**config.mk**
```make
export PLATFORM = sky130hd
export DESIGN_NAME = dmac_ctrl
export DESIGN_NICKNAME = d
export VERILOG_FILES = /design/src/dmac_pkg.sv /design/src/dmac_ctrl.sv
export SDC_FILE = /design/constraint.sdc
export NUM_CORES = 1
export LEC_CHECK = 0
export BUFFER_PORTS_ARGS = -buffer_cell sky130_fd_sc_hd__buf_2
export CAP_MARGIN = 20
export CORE_AREA = 3 3 40 42
export CTS_CLUSTER_SIZE = 14
export DETAILED_ROUTE_END_ITERATION = 12
export DIE_AREA = 0 0 43 45
export PLACE_DENSITY = 0.8
export SYNTH_ARGS = -nofsm -noshare
export SYNTH_HDL_FRONTEND = slang
export SYNTH_SLANG_ARGS = --single-unit
```
**constraint.sdc**
```tcl
create_clock -name i_clk -period 3.8 [get_ports i_clk]
set_input_delay 0.76 -clock i_clk [delete_from_list [all_inputs] [get_ports i_clk]]
set_output_delay 0.76 -clock i_clk [all_outputs]
set_load 0.05 [all_outputs]
```
**src/dmac_pkg.sv**
```systemverilog
`default_nettype none
package dmac_pkg;
    localparam int NUM_CHANNELS = 7;
    localparam logic [1:0] OP_READ  = 2'd0;
    localparam logic [1:0] OP_WRITE = 2'd1;
    localparam logic [1:0] OP_TICK  = 2'd2;
    localparam logic [1:0] REQ_NONE  = 2'd0;
    localparam logic [1:0] REQ_READ  = 2'd1;
    localparam logic [1:0] REQ_WRITE = 2'd2;
    localparam logic [31:0] GPU_PORT  = 32'h1F801810;
    localparam logic [23:0] LIST_END  = 24'hffffff;
    localparam logic [31:0] DPCR_INIT = 32'h07654321;
    localparam logic [6:0] OFF_DPCR = 7'h70;
    localparam logic [6:0] OFF_DICR = 7'h74;
    localparam logic [3:0] REG_MADR = 4'h0;
    localparam logic [3:0] REG_BCR  = 4'h4;
    localparam logic [3:0] REG_CHCR = 4'h8;

    typedef enum logic [2:0] {
        PH_IDLE, PH_OTC, PH_BLK_RD, PH_BLK_WR,
        PH_LST_HDR, PH_LST_HDRDATA, PH_LST_PKT, PH_LST_PKTRD
    } t_phase;

    // controller to datapath
    typedef struct packed {
        logic       start_otc;
        logic       start_blk;
        logic       start_lst;
        logic       otc_step;
        logic       blk_read;
        logic       blk_write;
        logic       blk_reload;
        logic       hdr_issue;
        logic       hdr_data;
        logic       pkt_write;
        logic       pkt_read;
        logic       link_store;
        logic       finish;
    } t_cmd;

    // datapath to controller
    typedef struct packed {
        logic [1:0] mode;
        logic       busy;
        logic       trig;
        logic       from_ram;
        logic       bcr_empty;
        logic       otc_last;
        logic       blk_word_last;
        logic       blk_block_last;
        logic       reload_empty;
        logic       hdr_has_pkt;
        logic       link_end;
        logic       pkt_last;
        logic       chan_ok;
    } t_stat;
endpackage
`default_nettype wire

```
**src/dmac_ctrl.sv**
```systemverilog
`default_nettype none
module dmac_ctrl (
    input  wire logic          i_clk,
    input  wire logic          i_rst_n,
    input  wire logic          i_start,
    input  wire logic [1:0]    i_operation,
    input  wire logic          i_chcr_wr,
    input  wire logic [2:0]    i_ch,
    input  wire dmac_pkg::t_stat i_stat,
    output dmac_pkg::t_cmd     o_cmd
);
    import dmac_pkg::*;
    t_phase r_phase, n_phase;
    logic tick;

    always_ff @(posedge i_clk) begin
        if (!i_rst_n) r_phase <= PH_IDLE;
        else r_phase <= n_phase;
    end

    assign tick = i_start && (i_operation == OP_TICK);

    always_comb begin
        n_phase = r_phase;
        o_cmd = '0;
        if (i_chcr_wr && r_phase == PH_IDLE) begin
            if (i_stat.mode == 2'd0 && i_stat.busy && i_stat.trig) begin
                if (i_ch == 3'd6) begin
                    o_cmd.start_otc = 1'b1;
                    n_phase = PH_OTC;
                end
            end else if (i_stat.mode == 2'd2 && i_stat.busy) begin
                if (i_stat.from_ram) begin
                    o_cmd.start_lst = 1'b1;
                    n_phase = PH_LST_HDR;
                end
            end else if (i_stat.mode == 2'd1 && i_stat.busy) begin
                if (i_stat.from_ram) begin
                    o_cmd.start_blk = 1'b1;
                    if (i_stat.bcr_empty) o_cmd.finish = 1'b1;
                    else n_phase = PH_BLK_RD;
                end
            end
        end else if (tick) begin
            if (r_phase == PH_IDLE || !i_stat.chan_ok) begin
                n_phase = PH_IDLE;
            end else begin
                case (r_phase)
                    PH_OTC: begin
                        o_cmd.otc_step = 1'b1;
                        if (i_stat.otc_last) begin
                            o_cmd.finish = 1'b1;
                            n_phase = PH_IDLE;
                        end
                    end
                    PH_BLK_RD: begin
                        o_cmd.blk_read = 1'b1;
                        n_phase = PH_BLK_WR;
                    end
                    PH_BLK_WR: begin
                        o_cmd.blk_write = 1'b1;
                        n_phase = PH_BLK_RD;
                        if (i_stat.blk_word_last) begin
                            if (i_stat.blk_block_last || i_stat.reload_empty) begin
                                o_cmd.finish = 1'b1;
                                n_phase = PH_IDLE;
                            end else begin
                                o_cmd.blk_reload = 1'b1;
                            end
                        end
                    end
                    PH_LST_HDR: begin
                        o_cmd.hdr_issue = 1'b1;
                        n_phase = PH_LST_HDRDATA;
                    end
                    PH_LST_HDRDATA: begin
                        o_cmd.hdr_data = 1'b1;
                        if (i_stat.hdr_has_pkt) n_phase = PH_LST_PKT;
                        else if (i_stat.link_end) begin
                            o_cmd.finish = 1'b1;
                            n_phase = PH_IDLE;
                        end
                    end
                    PH_LST_PKT: begin
                        o_cmd.pkt_write = 1'b1;
                        if (!i_stat.pkt_last) n_phase = PH_LST_PKTRD;
                        else begin
                            o_cmd.link_store = 1'b1;
                            if (i_stat.link_end) begin
                                o_cmd.finish = 1'b1;
                                n_phase = PH_IDLE;
                            end else n_phase = PH_LST_HDR;
                        end
                    end
                    default: begin
                        o_cmd.pkt_read = 1'b1;
                        n_phase = PH_LST_PKT;
                    end
                endcase
            end
        end
    end
endmodule
`default_nettype wire

```
==> run_results.csv <==
group,metric,value,unit
timing,relSlewSlack,0.623,
critical_path,r2r_end,"r_phase[1]",
layout,fin_area,703,µm²
hold_path,holdCritPathClass,"reg2reg",
timing,clock_skew,2.38,ps
place,placed_area,677,µm²
layout,finish.utilization,0.547,
global_routing,grtUsageTotal,0.149,
global_routing,grt_start_max_net_pins,17,
timing,max_clock_freq,367,MHz
status,status,"finished clean",
clock_tree,clk_pin_slew_worst_paths,40,ps
layout,fin_nets,135,
clock_tree,postCtsHoldBufs,0,
die,dieArea,1940,µm²
place,gp_congestion,0.832,
die,start_util,0.386,
drt,wl_per_cell,10.4,µm
critical_path,worstPathRequired,3040,ps
power,p_leak,0.366,nW
die,die_w,43,µm
critical_path,startpoint_type,"input port",
layout,drive_gt1_frac,0.360,
hold_path,whs_path_depth,2,
timing,period_share,0.718,
timing,tightest_slew,564,ps
critical_path,worstPathMaxFanout,5,
drt,vias_per_cell,5.16,
clock_tree,cts_setup_buffers,0,
synthesis,syn_inst,75,
die,num_rows,13,
global_routing,grt_overflow,0,
synthesis,async_reset_ff_frac,0,
timing,drv_slew,0,
synthesis,synth-edff-count,0,
synthesis,synth_ff_type,"dfxtp_1",
clock_tree,cts_root_buf,"clkbuf_4",
critical_path,rrSetupSlack,2180,ps
clock_tree,htreeDepth,1,
layout,final_cell_mix,"buf_2 (35), nand2_1 (10), nor2_1 (7)",
layout,layout_commonest_cell,"buf_2",
die,boundaryPins,36,
timing,hold-worst-slack,615,ps
drt,vias,650,
die,die_y,45,µm
die,coreArea,1280,µm²
critical_path,reg2reg_from,"r_phase[2]",
flow_run,cap_violations,0,
drt,first_pass_iters,4,
synthesis,syn_nets,98,
layout,largest_reg_flops,3,
critical_path,arrival,1970,ps
layout,regMostFlops,"r_phase",
timing,totalNegativeSetupSlack,0,ps
critical_path,cp-end-kind,"primary output",
clock_tree,insertion_delay,230,ps
synthesis,ys_warn_count,0,
clock_tree,ctsResizeCount,0,
synthesis,ys_types,31,
power,ir_drop,106,µV
layout,areaGrowthSynthToFinish,41.9,%
layout,fill_cells,128,
clock_tree,clock_path_buffers,2,
timing,grt_setup_unrepaired,"false",
power,p_total,0.144,mW
layout,antenna-diode-count,0,
hold_path,hold_path_end,"r_phase[0]",
place,hpwlAfterDp,1080,µm
timing,min_period,2730,ps
synthesis,syn_area_per_cell,6.61,µm²
clock_tree,cts_tree,"yes",
drt,route.detailed.drc,0,
critical_path,crit_type,"in2out",
synthesis,ys_ff_latch,3,
timing,final_hold_viol_count,0,
clock_tree,cts.sinks,3,
drt,postRouteAntennaNets,0,
hold_path,hp-start,"r_phase[0]",
drt,drtIter0Drc,6,
timing,setup_viol,0,
global_routing,grt_pass1_wl,2240,µm
place,io_buffers,35,
clock_tree,numCtsBuffers,3,
power,power_density,205,nW/µm²
layout,top_regs,"r_phase (3)",
critical_path,reg2reg_depth,4,
drt,wl,1310,µm
synthesis,synth.cell_area,495,µm²
global_routing,antenna_found_initial,0,
global_routing,grt_pass1_vias,588,
synthesis,ys_seq_area_frac,0.121,
==> metrics by stage <==
step	setup WS, ps	instances
final	1070	126
after global routing	945	126
after CTS	1060	126
after detailed placement	1060	122
after global placement	1090	122
after floorplan	354	75
==> report_power, final <==
part	switching [mW]	internal, mW
Combinational	0.0234	0.0251
Clock	0.0155	0.0393
Sequential	0.00719	0.0334
Total	0.0461	0.0978
==> worst max-delay path: stages <==
cell and delay [ps]:
buf_2 90, inv_1 60, nand4_1 180, or2_2 360, nor2_1 120, and3_1 150
buf_2 250
==> metal layers <==
layer / routed length (µm) / track usage / up-vias
met2: 652 / 0.269 / 20
li1: - / - / 347
met3: 91 / 0.0239 / 0
met4: 0 / 0.0542 / 0
met5: 0 / 0 / -
met1: 564 / 0.177 / 283
==> cell type report <==
type	instances	area (µm²)	share of cell area
clock buffer	4	26.3	0.0374
timing repair buffer	35	175	0.249
sequential	3	60.1	0.0854
tap	15	18.8	0.0267
inverter	4	15.0	0.0214
multi-input combinational	65	408	0.580
==> Yosys cell counts, types with 2 or more instances <==
cell type / n / area [µm²]
nand2_1: 10 / 37.5
nor2_1: 7 / 26.3
nor3_1: 6 / 30.0
o21ai_0: 6 / 30.0
mux2i_1: 5 / 50.1
inv_1: 4 / 15.0
and3_1: 3 / 18.8
dfxtp_1: 3 / 60.1
nor3b_1: 3 / 22.5
a21oi_1: 2 / 10.0
and2_1: 2 / 12.5
clkbuf_1: 2 / 7.51
nand2b_1: 2 / 12.5
nand3_1: 2 / 10.0
nor2b_1: 2 / 12.5
==> worst max path at each step <==
| stage | start | end | slack (ps) | cells past startpoint |
|---|---|---|---|---|
| 2_1_floorplan | i_operation[0] | o_cmd[1] | 350 | 4 |
| 3_3_place_gp | i_operation[0] | o_cmd[6] | 1090 | 7 |
| 3_5_place_dp | i_operation[0] | o_cmd[6] | 1060 | 7 |
| 4_1_cts | i_operation[0] | o_cmd[6] | 1060 | 7 |
| 5_1_grt | i_operation[0] | o_cmd[6] | 940 | 7 |
| 6_report | i_operation[0] | o_cmd[6] | 1070 | 7 |
==> kinds of logic (layout without fill, tap and decap cells) <==
logic type / after synthesis / after routing / share of synthesized area
buf+inv: 7 / 43 / 0.0555
flops: 3 / 3 / 0.121
simple gates: 43 / 43 / 0.490
compound gates: 17 / 17 / 0.232
mux: 5 / 5 / 0.101
Power figures use the tool's default switching activity.
